<file path="config.mk">
export PLATFORM = sky130hd
export DESIGN_NAME = ps2_frame_receiver_fifo_top_flat
export DESIGN_NICKNAME = d
export VERILOG_FILES = /design/src/design/ps2r_pkg.sv /design/src/design/ps2r_req_if.sv /design/src/design/ps2r_res_if.sv /design/src/design/ps2r_ram.sv /design/src/design/ps2r_rx.sv /design/src/design/ps2_frame_receiver_fifo_top.sv /design/src/flat_wrapper.sv
export SDC_FILE = /design/constraint.sdc
export NUM_CORES = 1
export LEC_CHECK = 0
export BUFFER_PORTS_ARGS = -buffer_cell sky130_fd_sc_hd__clkbuf_2
export CORE_AREA = 2 2 233 235
export CTS_CLUSTER_DIAMETER = 50
export DETAILED_ROUTE_END_ITERATION = 10
export DIE_AREA = 0 0 235 237
export PLACE_DENSITY = 0.57
export SKIP_CTS_REPAIR_TIMING = 1
export SLEW_MARGIN = 20
export SYNTH_ARGS = -nofsm -noshare
export SYNTH_HDL_FRONTEND = slang
export SYNTH_SLANG_ARGS = --single-unit
</file>
<file path="constraint.sdc">
create_clock -name i_clk -period 7 [get_ports i_clk]
set_clock_uncertainty 0.1 [all_clocks]
set_input_delay 1.4 -clock i_clk [delete_from_list [all_inputs] [get_ports i_clk]]
set_output_delay 1.4 -clock i_clk [all_outputs]
set_load 0.1 [all_outputs]
</file>
<file path="src/design/ps2r_pkg.sv">
`default_nettype none

package ps2r_pkg;

    // FIFO depth default (usable capacity is depth minus one)
    localparam int FIFO_DEPTH_DEF = 64;

    localparam int CODE_W    = 8;
    localparam int TIMEOUT_W = 16;
    localparam int IDLE_W    = 17;
    localparam int COUNT_W   = 4;

    localparam logic [TIMEOUT_W-1:0] TIMEOUT_RESET   = 16'd250;
    localparam logic [COUNT_W-1:0]   FRAME_BITS      = 4'd11;
    localparam logic [COUNT_W-1:0]   LAST_DATA_INDEX = 4'd7;
    localparam logic [IDLE_W-1:0]    IDLE_MAX        = 17'h1FFFF;

    // Request codes; code 3 is unused and answers with an all-zero beat
    typedef enum logic [1:0] {
        REQ_EDGE = 2'd0,
        REQ_TICK = 2'd1,
        REQ_POP  = 2'd2
    } t_req;

    // Per-item status carried from the receiver to the output pipeline
    typedef struct packed {
        logic code_valid;
        logic frame_done;
        logic frame_dropped;
    } t_item_info;

endpackage

`default_nettype wire

</file>
<file path="src/design/ps2r_req_if.sv">
`default_nettype none

interface ps2r_req_if;
    logic       valid;
    logic       ready;
    logic [1:0] req_type;
    logic       data_bit;

    modport source (output valid, output req_type, output data_bit, input ready);
    modport sink   (input valid, input req_type, input data_bit, output ready);
endinterface

`default_nettype wire

</file>
<file path="src/design/ps2r_res_if.sv">
`default_nettype none

interface ps2r_res_if;
    logic       valid;
    logic       ready;
    logic [7:0] scan_code;
    logic       code_valid;
    logic       frame_done;
    logic       frame_dropped;

    modport source (output valid, output scan_code, output code_valid,
                    output frame_done, output frame_dropped, input ready);
    modport sink   (input valid, input scan_code, input code_valid,
                    input frame_done, input frame_dropped, output ready);
endinterface

`default_nettype wire

</file>
<file path="src/design/ps2r_ram.sv">
`default_nettype none

module ps2r_ram #(
    parameter int WIDTH = 8,
    parameter int DEPTH = 64
) (
    input  wire logic                     i_clk,
    input  wire logic                     i_wr_en,
    input  wire logic [$clog2(DEPTH)-1:0] i_wr_addr,
    input  wire logic [WIDTH-1:0]         i_wr_data,
    input  wire logic                     i_rd_en,
    input  wire logic [$clog2(DEPTH)-1:0] i_rd_addr,
    output logic      [WIDTH-1:0]         o_rd_data
);

    logic [WIDTH-1:0] r_mem [DEPTH];
    logic [WIDTH-1:0] r_rd_data;

    // one write port, one registered read port
    always_ff @(posedge i_clk) begin
        if (i_wr_en) begin
            r_mem[i_wr_addr] <= i_wr_data;
        end
        if (i_rd_en) begin
            r_rd_data <= r_mem[i_rd_addr];
        end
    end

    assign o_rd_data = r_rd_data;

endmodule

`default_nettype wire

</file>
<file path="src/design/ps2r_rx.sv">
`default_nettype none

// Frame assembly, idle timer and FIFO pointers. State commits on each accepted beat.
module ps2r_rx #(
    parameter int FIFO_DEPTH = ps2r_pkg::FIFO_DEPTH_DEF
) (
    input  wire logic                                 i_clk,
    input  wire logic                                 i_rst_n,
    input  wire logic                                 i_cfg_wr_en,
    input  wire logic [ps2r_pkg::TIMEOUT_W-1:0]       i_cfg_wr_data,
    input  wire logic                                 i_accept,
    input  wire logic [1:0]                           i_req_type,
    input  wire logic                                 i_data_bit,
    output ps2r_pkg::t_item_info                      o_info,
    output logic                                      o_ram_wr_en,
    output logic      [$clog2(FIFO_DEPTH)-1:0]        o_ram_wr_addr,
    output logic      [ps2r_pkg::CODE_W-1:0]          o_ram_wr_data,
    output logic                                      o_ram_rd_en,
    output logic      [$clog2(FIFO_DEPTH)-1:0]        o_ram_rd_addr
);

    localparam int PTR_W = $clog2(FIFO_DEPTH);
    localparam logic [PTR_W-1:0] PTR_LAST = PTR_W'(FIFO_DEPTH - 1);

    logic [ps2r_pkg::TIMEOUT_W-1:0] r_timeout;
    logic [ps2r_pkg::COUNT_W-1:0]   r_bit_count, n_bit_count;
    logic [ps2r_pkg::CODE_W-1:0]    r_shift_byte, n_shift_byte;
    logic [ps2r_pkg::IDLE_W-1:0]    r_idle, n_idle;
    logic [PTR_W-1:0]               r_wr_ptr, n_wr_ptr;
    logic [PTR_W-1:0]               r_rd_ptr, n_rd_ptr;

    logic [PTR_W-1:0]               wr_next, rd_next;
    logic                           timed_out;
    logic [ps2r_pkg::COUNT_W-1:0]   edge_count;
    logic [ps2r_pkg::CODE_W-1:0]    edge_byte;
    logic                           wr_req, rd_req;
    ps2r_pkg::t_item_info           info;

    // ring successors
    assign wr_next = (r_wr_ptr == PTR_LAST) ? '0 : r_wr_ptr + 1'b1;
    assign rd_next = (r_rd_ptr == PTR_LAST) ? '0 : r_rd_ptr + 1'b1;

    // stale partial frame after a long idle gap
    assign timed_out = r_idle > {1'b0, r_timeout};

    // next state and per-item status
    always_comb begin
        n_bit_count  = r_bit_count;
        n_shift_byte = r_shift_byte;
        n_idle       = r_idle;
        n_wr_ptr     = r_wr_ptr;
        n_rd_ptr     = r_rd_ptr;
        edge_count   = timed_out ? '0 : r_bit_count;
        edge_byte    = timed_out ? '0 : r_shift_byte;
        wr_req       = 1'b0;
        rd_req       = 1'b0;
        info         = '0;
        unique case (ps2r_pkg::t_req'(i_req_type))
            ps2r_pkg::REQ_EDGE: begin
                n_idle = '0;
                // data bits land LSB first on edges two to nine
                if (edge_count >= 4'd1 && edge_count <= ps2r_pkg::LAST_DATA_INDEX + 4'd1) begin
                    edge_byte = edge_byte
                              | (ps2r_pkg::CODE_W'(i_data_bit) << 3'(edge_count - 4'd1));
                end
                edge_count = edge_count + 4'd1;
                if (edge_count == ps2r_pkg::FRAME_BITS) begin
                    info.frame_done = 1'b1;
                    if (wr_next != r_rd_ptr) begin
                        wr_req   = 1'b1;
                        n_wr_ptr = wr_next;
                    end else begin
                        info.frame_dropped = 1'b1;
                    end
                    n_bit_count  = '0;
                    n_shift_byte = '0;
                end else begin
                    n_bit_count  = edge_count;
                    n_shift_byte = edge_byte;
                end
            end
            ps2r_pkg::REQ_TICK: begin
                if (r_idle != ps2r_pkg::IDLE_MAX) begin
                    n_idle = r_idle + 1'b1;
                end
            end
            ps2r_pkg::REQ_POP: begin
                if (r_rd_ptr != r_wr_ptr) begin
                    rd_req          = 1'b1;
                    info.code_valid = 1'b1;
                    n_rd_ptr        = rd_next;
                end
            end
            default: begin
            end
        endcase
    end

    // state registers
    always_ff @(posedge i_clk) begin
        if (!i_rst_n) begin
            r_timeout    <= ps2r_pkg::TIMEOUT_RESET;
            r_bit_count  <= '0;
            r_shift_byte <= '0;
            r_idle       <= '0;
            r_wr_ptr     <= '0;
            r_rd_ptr     <= '0;
        end else begin
            if (i_cfg_wr_en) begin
                r_timeout <= i_cfg_wr_data;
            end
            if (i_accept) begin
                r_bit_count  <= n_bit_count;
                r_shift_byte <= n_shift_byte;
                r_idle       <= n_idle;
                r_wr_ptr     <= n_wr_ptr;
                r_rd_ptr     <= n_rd_ptr;
            end
        end
    end

    assign o_info        = info;
    assign o_ram_wr_en   = i_accept && wr_req;
    assign o_ram_wr_addr = wr_next;
    assign o_ram_wr_data = edge_byte;
    assign o_ram_rd_en   = i_accept && rd_req;
    assign o_ram_rd_addr = rd_next;

    // pointers never leave the ring
    a_ptr_range: assert property (@(posedge i_clk) disable iff (!i_rst_n)
        r_wr_ptr <= PTR_LAST && r_rd_ptr <= PTR_LAST)
        else $error("fifo pointer out of range");

    // a frame never stops past its last bit
    a_count_range: assert property (@(posedge i_clk) disable iff (!i_rst_n)
        r_bit_count < ps2r_pkg::FRAME_BITS)
        else $error("bit count past frame length");

endmodule

`default_nettype wire

</file>
<file path="src/design/ps2_frame_receiver_fifo_top.sv">
`default_nettype none

// Channel  | Dir | Beat payload
// ---------+-----+-------------------------------------------------------
// i_req    | in  | req_type (edge / tick / pop), data_bit
// o_res    | out | scan_code, code_valid, frame_done, frame_dropped
// i_cfg_*  | in  | timeout_ticks, written when i_cfg_wr_en is high
//
// One beat per cycle sustained while o_res.ready stays high; every request beat yields one result beat.
// Receiver state and the FIFO RAM read commit on the accept edge; the RAM read data
// joins the stage 1 status in the stage 2 output register when stage 1 moves on.
// i_rst_n is synchronous; the FIFO RAM has no clearing pass (pointers guard it).
// A stalled output holds both stages; i_req.ready drops only when both are full.
module ps2_frame_receiver_fifo_top #(
    parameter int FIFO_DEPTH = ps2r_pkg::FIFO_DEPTH_DEF
) (
    input  wire logic                           i_clk,
    input  wire logic                           i_rst_n,
    input  wire logic                           i_cfg_wr_en,
    input  wire logic [ps2r_pkg::TIMEOUT_W-1:0] i_cfg_wr_data,
    ps2r_req_if.sink                            i_req,
    ps2r_res_if.source                          o_res
);

    localparam int PTR_W = $clog2(FIFO_DEPTH);

    logic                          in_accept;
    logic                          s1_move;
    ps2r_pkg::t_item_info          info;
    logic                          ram_wr_en, ram_rd_en;
    logic [PTR_W-1:0]              ram_wr_addr, ram_rd_addr;
    logic [ps2r_pkg::CODE_W-1:0]   ram_wr_data, ram_rd_data;

    logic                          r_s1_valid;
    ps2r_pkg::t_item_info          r_s1_info;
    logic                          r_s2_valid;
    ps2r_pkg::t_item_info          r_s2_info;
    logic [ps2r_pkg::CODE_W-1:0]   r_s2_code;

    // pipeline flow
    assign s1_move     = r_s1_valid && (!r_s2_valid || o_res.ready);
    assign i_req.ready = !r_s1_valid || s1_move;
    assign in_accept   = i_req.valid && i_req.ready;

    ps2r_rx #(
        .FIFO_DEPTH (FIFO_DEPTH)
    ) u_rx (
        .i_clk         (i_clk),
        .i_rst_n       (i_rst_n),
        .i_cfg_wr_en   (i_cfg_wr_en),
        .i_cfg_wr_data (i_cfg_wr_data),
        .i_accept      (in_accept),
        .i_req_type    (i_req.req_type),
        .i_data_bit    (i_req.data_bit),
        .o_info        (info),
        .o_ram_wr_en   (ram_wr_en),
        .o_ram_wr_addr (ram_wr_addr),
        .o_ram_wr_data (ram_wr_data),
        .o_ram_rd_en   (ram_rd_en),
        .o_ram_rd_addr (ram_rd_addr)
    );

    ps2r_ram #(
        .WIDTH (ps2r_pkg::CODE_W),
        .DEPTH (FIFO_DEPTH)
    ) u_fifo_ram (
        .i_clk     (i_clk),
        .i_wr_en   (ram_wr_en),
        .i_wr_addr (ram_wr_addr),
        .i_wr_data (ram_wr_data),
        .i_rd_en   (ram_rd_en),
        .i_rd_addr (ram_rd_addr),
        .o_rd_data (ram_rd_data)
    );

    // stage 1: status waits for the RAM read data
    always_ff @(posedge i_clk) begin
        if (!i_rst_n) begin
            r_s1_valid <= 1'b0;
        end else if (in_accept) begin
            r_s1_valid <= 1'b1;
        end else if (s1_move) begin
            r_s1_valid <= 1'b0;
        end
    end

    always_ff @(posedge i_clk) begin
        if (in_accept) begin
            r_s1_info <= info;
        end
    end

    // stage 2: output register
    always_ff @(posedge i_clk) begin
        if (!i_rst_n) begin
            r_s2_valid <= 1'b0;
        end else if (s1_move) begin
            r_s2_valid <= 1'b1;
        end else if (o_res.ready) begin
            r_s2_valid <= 1'b0;
        end
    end

    always_ff @(posedge i_clk) begin
        if (s1_move) begin
            r_s2_info <= r_s1_info;
            r_s2_code <= r_s1_info.code_valid ? ram_rd_data : '0;
        end
    end

    assign o_res.valid         = r_s2_valid;
    assign o_res.scan_code     = r_s2_code;
    assign o_res.code_valid    = r_s2_info.code_valid;
    assign o_res.frame_done    = r_s2_info.frame_done;
    assign o_res.frame_dropped = r_s2_info.frame_dropped;

    // a drop is always part of a finished frame, never of a pop
    a_drop_done: assert property (@(posedge i_clk) disable iff (!i_rst_n)
        o_res.valid && o_res.frame_dropped |-> o_res.frame_done && !o_res.code_valid)
        else $error("drop without completed frame");

    // no code leaks out on a beat that popped nothing
    a_code_zero: assert property (@(posedge i_clk) disable iff (!i_rst_n)
        o_res.valid && !o_res.code_valid |-> o_res.scan_code == '0)
        else $error("scan code without valid pop");

    // a blocked stage 1 keeps its beat
    a_s1_hold: assert property (@(posedge i_clk) disable iff (!i_rst_n)
        r_s1_valid && !s1_move |=> r_s1_valid && $stable(r_s1_info))
        else $error("stage 1 beat lost under stall");

    // a RAM read only happens when stage 1 is free to take its data
    a_rd_safe: assert property (@(posedge i_clk) disable iff (!i_rst_n)
        ram_rd_en |-> !r_s1_valid || s1_move)
        else $error("RAM read overwrote pending data");

endmodule

`default_nettype wire
</file>
<file path="src/flat_wrapper.sv">
// flat-port wrapper written by rule: the top's interface ports become plain ports
module ps2_frame_receiver_fifo_top_flat 
#(
    parameter int FIFO_DEPTH = ps2r_pkg::FIFO_DEPTH_DEF
)
  (i_clk, i_rst_n, i_cfg_wr_en, i_cfg_wr_data, i_req_valid, i_req_req_type, i_req_data_bit, i_req_ready, o_res_valid, o_res_scan_code, o_res_code_valid, o_res_frame_done, o_res_frame_dropped, o_res_ready);
  ps2r_req_if i_req_i ();
  ps2r_res_if o_res_i ();
  input  wire logic i_clk;
  input  wire logic i_rst_n;
  input  wire logic i_cfg_wr_en;
  input  wire logic [ps2r_pkg::TIMEOUT_W-1:0] i_cfg_wr_data;
  input wire logic [$bits(i_req_i.valid)-1:0] i_req_valid;
  input wire logic [$bits(i_req_i.req_type)-1:0] i_req_req_type;
  input wire logic [$bits(i_req_i.data_bit)-1:0] i_req_data_bit;
  output wire logic [$bits(i_req_i.ready)-1:0] i_req_ready;
  output wire logic [$bits(o_res_i.valid)-1:0] o_res_valid;
  output wire logic [$bits(o_res_i.scan_code)-1:0] o_res_scan_code;
  output wire logic [$bits(o_res_i.code_valid)-1:0] o_res_code_valid;
  output wire logic [$bits(o_res_i.frame_done)-1:0] o_res_frame_done;
  output wire logic [$bits(o_res_i.frame_dropped)-1:0] o_res_frame_dropped;
  input wire logic [$bits(o_res_i.ready)-1:0] o_res_ready;
  assign i_req_i.valid = i_req_valid;
  assign i_req_i.req_type = i_req_req_type;
  assign i_req_i.data_bit = i_req_data_bit;
  assign i_req_ready = i_req_i.ready;
  assign o_res_valid = o_res_i.valid;
  assign o_res_scan_code = o_res_i.scan_code;
  assign o_res_code_valid = o_res_i.code_valid;
  assign o_res_frame_done = o_res_i.frame_done;
  assign o_res_frame_dropped = o_res_i.frame_dropped;
  assign o_res_i.ready = o_res_ready;
  ps2_frame_receiver_fifo_top #(.FIFO_DEPTH(FIFO_DEPTH)) u_core (.i_clk(i_clk), .i_rst_n(i_rst_n), .i_cfg_wr_en(i_cfg_wr_en), .i_cfg_wr_data(i_cfg_wr_data), .i_req(i_req_i), .o_res(o_res_i));
endmodule
</file>
==> results of run 1 <==
## Yosys cell counts (all sizes together) (3+ instances only)
library cell	instances
xnor2	15
o221ai	15
o22ai	211
and3	13
o311ai	49
xor2	16
dfxtp	59
nor2	103
or2	3
edfxtp	534
a22oi	11
mux2i	36
nand2b	6
nand2	73
nor3b	3
o21ai	25
ha	24
clkbuf	36
inv	27
buf	69
o21a	4
a22o	12
nor2b	30
a21o	5
nor3	32
a21oi	18
nand3	38
a21boi	15
or3	54
nor4	11
nand4	20
and2	19
o211ai	6
a31oi	9
## per-layer routing
| layer | wire, um | GRT usage, % |
|---|---|---|
| met5 | 0 | 0 |
| met4 | 2028 | 8.305 |
| met3 | 3454 | 3.824 |
| met2 | 29200 | 35.69 |
| met1 | 26660 | 29.76 |
## area by class of cell
cell class	instances	area, um^2
Timing Repair Buffer	57	350.3
Sequential cell	593	17220
Fill cell	4474	26520
Clock buffer	83	1789
Clock inverter	38	435.4
Multi-Input combinational cell	901	5998
Tap cell	696	870.8
Inverter	27	101.3
## worst max-delay path, stage by stage, from the launching register on
cell       delay, ps
dfxtp_1          410
ha_1             270
and3_1           180
o21ai_0          340
a2111oi_4        170
o31ai_4          560
nand2_1          200
inv_1            120
ha_1             240
and2_1           150
a21oi_1           60
o21ai_1          350
o2111a_1         940
nand2_2          540
nor2_1           750
## stage by stage
step / hold slack, ps / std cells / setup slack (ps) / cell area (um^2) / utilization [%]
detailed placement: 304.5 / 2274 / 1217 / 24540 / 46.05
finish: 316.3 / 2395 / 1232 / 26760 / 50.23
global route: 334.2 / 2395 / 820.0 / 26760 / 50.23
global placement: 305.6 / 2274 / 1444 / 24540 / 46.05
floorplan: 300.3 / 1626 / 1455 / 23780 / -
CTS: 318.3 / 2395 / 1272 / 26760 / 50.23
## cell families after synthesis
group / Yosys count / synth area share, %
buf+inv: 132 / 2.704
fa+ha+maj: 24 / 1.263
simple gates: 412 / 9.202
compound gates: 398 / 11.74
mux: 36 / 1.515
xor+xnor: 31 / 1.173
flops: 593 / 72.40
## worst max path at each step
stage	from	endpoint
global route	u_core.u_rx.r_timeout[3]$_SDFFE_PN1P_	u_core.u_fifo_ram.r_mem[58][0]$_DFFE_PP_
detailed placement	u_core.u_rx.r_timeout[2]$_SDFFE_PN0P_	u_core.u_fifo_ram.r_mem[58][5]$_DFFE_PP_
floorplan	u_core.u_rx.r_timeout[15]$_SDFFE_PN0P_	u_core.u_fifo_ram.r_mem[0][4]$_DFFE_PP_
global placement	u_core.u_rx.r_timeout[2]$_SDFFE_PN0P_	u_core.u_fifo_ram.r_mem[58][0]$_DFFE_PP_
CTS	u_core.u_rx.r_timeout[2]$_SDFFE_PN0P_	u_core.u_fifo_ram.r_mem[58][0]$_DFFE_PP_
finish	u_core.u_rx.r_idle[2]$_SDFFE_PN0P_	u_core.u_fifo_ram.r_mem[61][7]$_DFFE_PP_
## registers in the layout, indices dropped and copies added, names as in the netlist
name,cells
u_core.r_s1_info,3
u_core.u_rx.r_idle,17
u_core.o_res.frame_done,1
u_core.r_s1_valid,1
u_core.u_rx.r_timeout,16
u_core.u_rx.r_bit_count,4
u_core.u_rx.r_shift_byte,8
u_core.o_res.frame_dropped,1
u_core.o_res.valid,1
u_core.u_fifo_ram.o_rd_data,8
u_core.u_rx.r_rd_ptr,6
u_core.o_res.code_valid,1
u_core.u_rx.r_wr_ptr,6
u_core.u_fifo_ram.r_mem,512
u_core.o_res.scan_code,8
## power groups by stage
stage / clock network (mW) / logic [mW] / registers (mW)
after floorplan: 0 / 0.0469 / 3.92
after global placement: 0 / 0.0928 / 3.90
after detailed placement: 0 / 0.0940 / 3.90
after CTS: 3.61 / 0.0946 / 3.82
after global routing: 3.74 / 0.102 / 3.82
final: 3.55 / 0.0933 / 3.82
==> results.json, run 1 <==
{
  "r2r-end": "u_core.u_fifo_ram.r_mem[61][7]$_DFFE_PP_",
  "yosysSeqAreaShare_pct": 72.40,
  "synthTopCellsByArea": "edfxtp_1, o22ai_1, dfxtp_1",
  "period_share_pct": 82.40,
  "drt_pre_antenna_iters": 5,
  "grt-ovfl-total": 0,
  "swShare_pct": 19.63,
  "ff2ff_path_depth": 14,
  "syn-num-nets": 1674,
  "rsz0062_at_grt": "no",
  "netlist.area_leader.share_pct": 67.43,
  "pwr-share-seq_pct": 51.2,
  "drt_wl_total_um": 61340,
  "cts-root-buf": "clkbuf_16",
  "core_um2": 53280,
  "via_count": 14380,
  "hp-start": "u_core.r_s1_info[0]$_SDFFCE_PN0P_",
  "fp.dieH_um": 237,
  "power_density_nw_per_um2": 278.9,
  "clock_sinks": 593,
  "tightest_slew_ps": 1140,
  "p_total_mw": 7.464,
  "cts_tree": "yes",
  "start_kind": "register",
  "critPathKind": "register to register",
  "rows": 85,
  "wire_per_inst_um": 25.61,
  "synth_warnings": 0,
  "h-tree-depth": 3,
  "hold_viol_final": 0,
  "initial_core_util_pct": 44.63,
  "setup.worst_path.end_class": "register",
  "grt_pass1_wl_um": 92380,
  "port_buffers": 36,
  "final_common_cell": "edfxtp_1",
  "max-cap-violations": 0,
  "slew_headroom_pct": 23.43,
  "dpl.hpwl_um": 37950,
  "max-vdd-ir-drop_mv": 0.1780,
  "slew_violations": 0,
  "hold_depth": 0,
  "antennaDiodeCount": 0,
  "drc": 0,
  "max_freq_ghz": 0.1734,
  "ios": 37,
  "synth_largest_area_cell": "edfxtp_1",
  "die_area_um2": 55700,
  "min_to": "u_core.o_res.frame_dropped$_DFFE_PP_",
  "r2r_start": "u_core.u_rx.r_idle[2]$_SDFFE_PN0P_",
  "critical_path_arrival_ps": 5890,
  "required_ps": 7120,
  "syn_inst": 1626,
  "layout-drive-gt1-share_pct": 11.48,
  "synth_edf_count": 534,
  "clk_pin_slew_ps": 60,
  "fin_crit_ps": 5768,
  "syn_to_final_growth_pct": 12.54,
  "nets": 1695,
  "tns_ps": 0,
  "antenna_found_initial": 0,
  "final_cell_mix": "edfxtp_1, o22ai_1, nor2_1, clkbuf_16, nand2_1",
  "syn-mean-instance-area_um2": 14.63,
  "clkLatencyLatePin_ps": 600,
  "synth-main-ff-cell": "edfxtp_1",
  "die_w_um": 235,
  "syn_area_um2": 23780,
  "switching_power_mw": 1.465,
  "grt_max_degree": 74,
  "crit_fanout": 16,
  "p_clk_share_pct": 47.5,
  "r2r_slack_ps": 1230,
  "worstHoldPathType": "register to register",
  "drtAntennaViolNets": 0,
  "status": "complete, no violations",
  "p_comb_share_pct": 1.3,
  "numCtsBuffers": 67,
  "gr-usage-all-layers_pct": 22.00,
  "via_per_inst": 6.002,
  "p_int_mw": 5.999,
  "ys_ff_latch": 593,
  "drt-initial-drc-count": 1445,
  "grt_pass1_vias": 14490,
  "async_reset_ff_share_pct": 0,
  "yosysUniqueCellTypes": 74,
  "place_congestion": 0.8430,
  "setup-violations-final": 0,
  "clk_path_buf_depth": 3,
  "cellLeakagePower_nw": 8.071
}
No activity file was read; power rests on OpenSTA's default activity.
==> inputs of run 2 (changes only) <==
- clock period: 7 -> 5.9 ns (I/O delays scaled with it)
==> run 2 against run 1 <==
Against the previous run: fmax up 17%; total power up 14%; non-clock buffer count up 18; core utilization about the same; sequential power up 19%; clock-buffer cell count down 1; clock power up 8.7%; combinational power up 20%.
==> results.json, run 2 (synthesis results as in run 1) <==
{
  "die_w_um": 235,
  "place_congestion": 0.8529,
  "swShare_pct": 20.70,
  "tightest_slew_ps": 1131,
  "numCtsBuffers": 66,
  "tns_ps": 0,
  "rows": 85,
  "crit_fanout": 15,
  "setup.worst_path.end_class": "register",
  "clkLatencyLatePin_ps": 600,
  "clock_sinks": 593,
  "p_total_mw": 8.509,
  "max-vdd-ir-drop_mv": 0.2419,
  "drc": 0,
  "drtAntennaViolNets": 0,
  "clk_path_buf_depth": 3,
  "final_cell_mix": "edfxtp_1, o22ai_1, nor2_1, clkbuf_16, nand2_1",
  "top_register": "u_core.u_fifo_ram.r_mem",
  "fin_crit_ps": 4916,
  "grt_use_met1_pct": 29.46,
  "hold_viol_final": 0,
  "ios": 37,
  "fp.dieH_um": 237,
  "switching_power_mw": 1.762,
  "fillers": 4442,
  "cts_tree": "yes",
  "p_comb_share_pct": 1.3,
  "p_clk_share_pct": 45.4,
  "largest_reg_flops": 512,
  "drt_pre_antenna_iters": 7,
  "rsz0062_at_grt": "no",
  "via_count": 14590,
  "clk_pin_slew_ps": 60,
  "max_freq_ghz": 0.2034,
  "use_met2_pct": 35.94,
  "reg_top3": "u_core.u_fifo_ram.r_mem (512), u_core.u_rx.r_idle (17), u_core.u_rx.r_timeout (16)",
  "initial_core_util_pct": 44.63,
  "pre_cts_ws_ps": 990.0,
  "slew_violations": 0,
  "via_per_inst": 6.054,
  "wire_per_inst_um": 25.31,
  "nets": 1712,
  "grt-busiest-layer": "met2",
  "setup-violations-final": 0,
  "fin_util_pct": 50.23,
  "drt-initial-drc-count": 1571,
  "syn_to_final_growth_pct": 12.54,
  "critPathKind": "register to register",
  "layout-drive-gt1-share_pct": 12.14,
  "antenna_found_initial": 1,
  "critical_path_arrival_ps": 5040,
  "status": "complete, no violations",
  "start_kind": "register",
  "die_area_um2": 55700,
  "slew_headroom_pct": 24.30,
  "grt_pass1_vias": 14300,
  "h-tree-depth": 3,
  "cellLeakagePower_nw": 8.093,
  "required_ps": 6030,
  "setup_slack_ps": 983.9,
  "dpl.hpwl_um": 37480,
  "p_int_mw": 6.747,
  "drt_wl_total_um": 60990,
  "power_density_nw_per_um2": 317.9,
  "max-cap-violations": 0,
  "grt-ovfl-total": 0,
  "grt_max_degree": 75,
  "period_share_pct": 83.32,
  "grt_pass1_wl_um": 91140,
  "core_um2": 53280,
  "port_buffers": 36,
  "worstHoldPathType": "register to register",
  "gr-usage-all-layers_pct": 21.76,
  "timing.hold.ws_ps": 322.7,
  "cts-root-buf": "clkbuf_16",
  "use_met3_pct": 3.276,
  "pwr-share-seq_pct": 53.3,
  "final_common_cell": "edfxtp_1"
}
==> run 2: layer usage <==
| metal | vias up | wire [um] |
|---|---|---|
| met2 | 546 | 29860 |
| li1 | 6571 | - |
| met4 | 0 | 1705 |
| met3 | 99 | 3457 |
| met1 | 7375 | 25970 |
| met5 | - | 0 |
==> run 2: per-stage QoR <==
step	instance area, um^2	std cells
global route	26760	2409
CTS	26760	2409
finish	26760	2410
detailed placement	24740	2292
floorplan	23780	1626
global placement	24740	2292
==> run 2: power groups by stage <==
| stage | Sequential (mW) | Clock, mW | Combinational (mW) |
|---|---|---|---|
| floorplan | 4.65 | 0 | 0.0557 |
| global placement | 4.62 | 0 | 0.112 |
| detailed placement | 4.62 | 0 | 0.113 |
| CTS | 4.54 | 3.91 | 0.113 |
| global route | 4.53 | 4.08 | 0.122 |
| finish | 4.54 | 3.86 | 0.112 |
==> run 2: path summary, 6_finish.rpt <==
| path | end | startpoint | depth (start not counted) | slack, ps |
|---|---|---|---|---|
| worst max-delay path | u_core.u_fifo_ram.r_mem[37][5]$_DFFE_PP_ | u_core.u_rx.r_idle[2]$_SDFFE_PN0P_ | 15 | 980 |
| worst min-delay path | u_core.o_res.frame_done$_DFFE_PP_ | u_core.r_s1_info[1]$_SDFFCE_PP0P_ | 0 | 320 |
| worst max register to register | u_core.u_fifo_ram.r_mem[37][5]$_DFFE_PP_ | u_core.u_rx.r_idle[2]$_SDFFE_PN0P_ | 15 | 980 |
| worst min register to register | u_core.o_res.frame_done$_DFFE_PP_ | u_core.r_s1_info[1]$_SDFFCE_PP0P_ | 0 | 320 |
==> run 2: area by class of cell <==
class	instances	area [um^2]	area share, %
multi-input combinational	901	5998	22.41
tap	696	870.8	3.254
timing repair buffer	75	548.0	2.048
sequential	593	17220	64.33
clock buffer	82	1754	6.554
antenna	1	2.502	0.009350
inverter	27	101.3	0.3787
clock inverter	35	271.5	1.014
==> run 2: critical path, cell delays in order (launching register included) <==
cell and delay [ps]:
dfxtp_1 410, ha_1 280, and3_1 170, o21ai_0 310, a2111oi_4 160, o31ai_4 530
nand2_1 200, inv_1 120, ha_1 240, and2_1 150, a21oi_1 60, o21ai_1 350
o2111a_1 400, buf_4 310, nand3_2 160, nor2_1 580
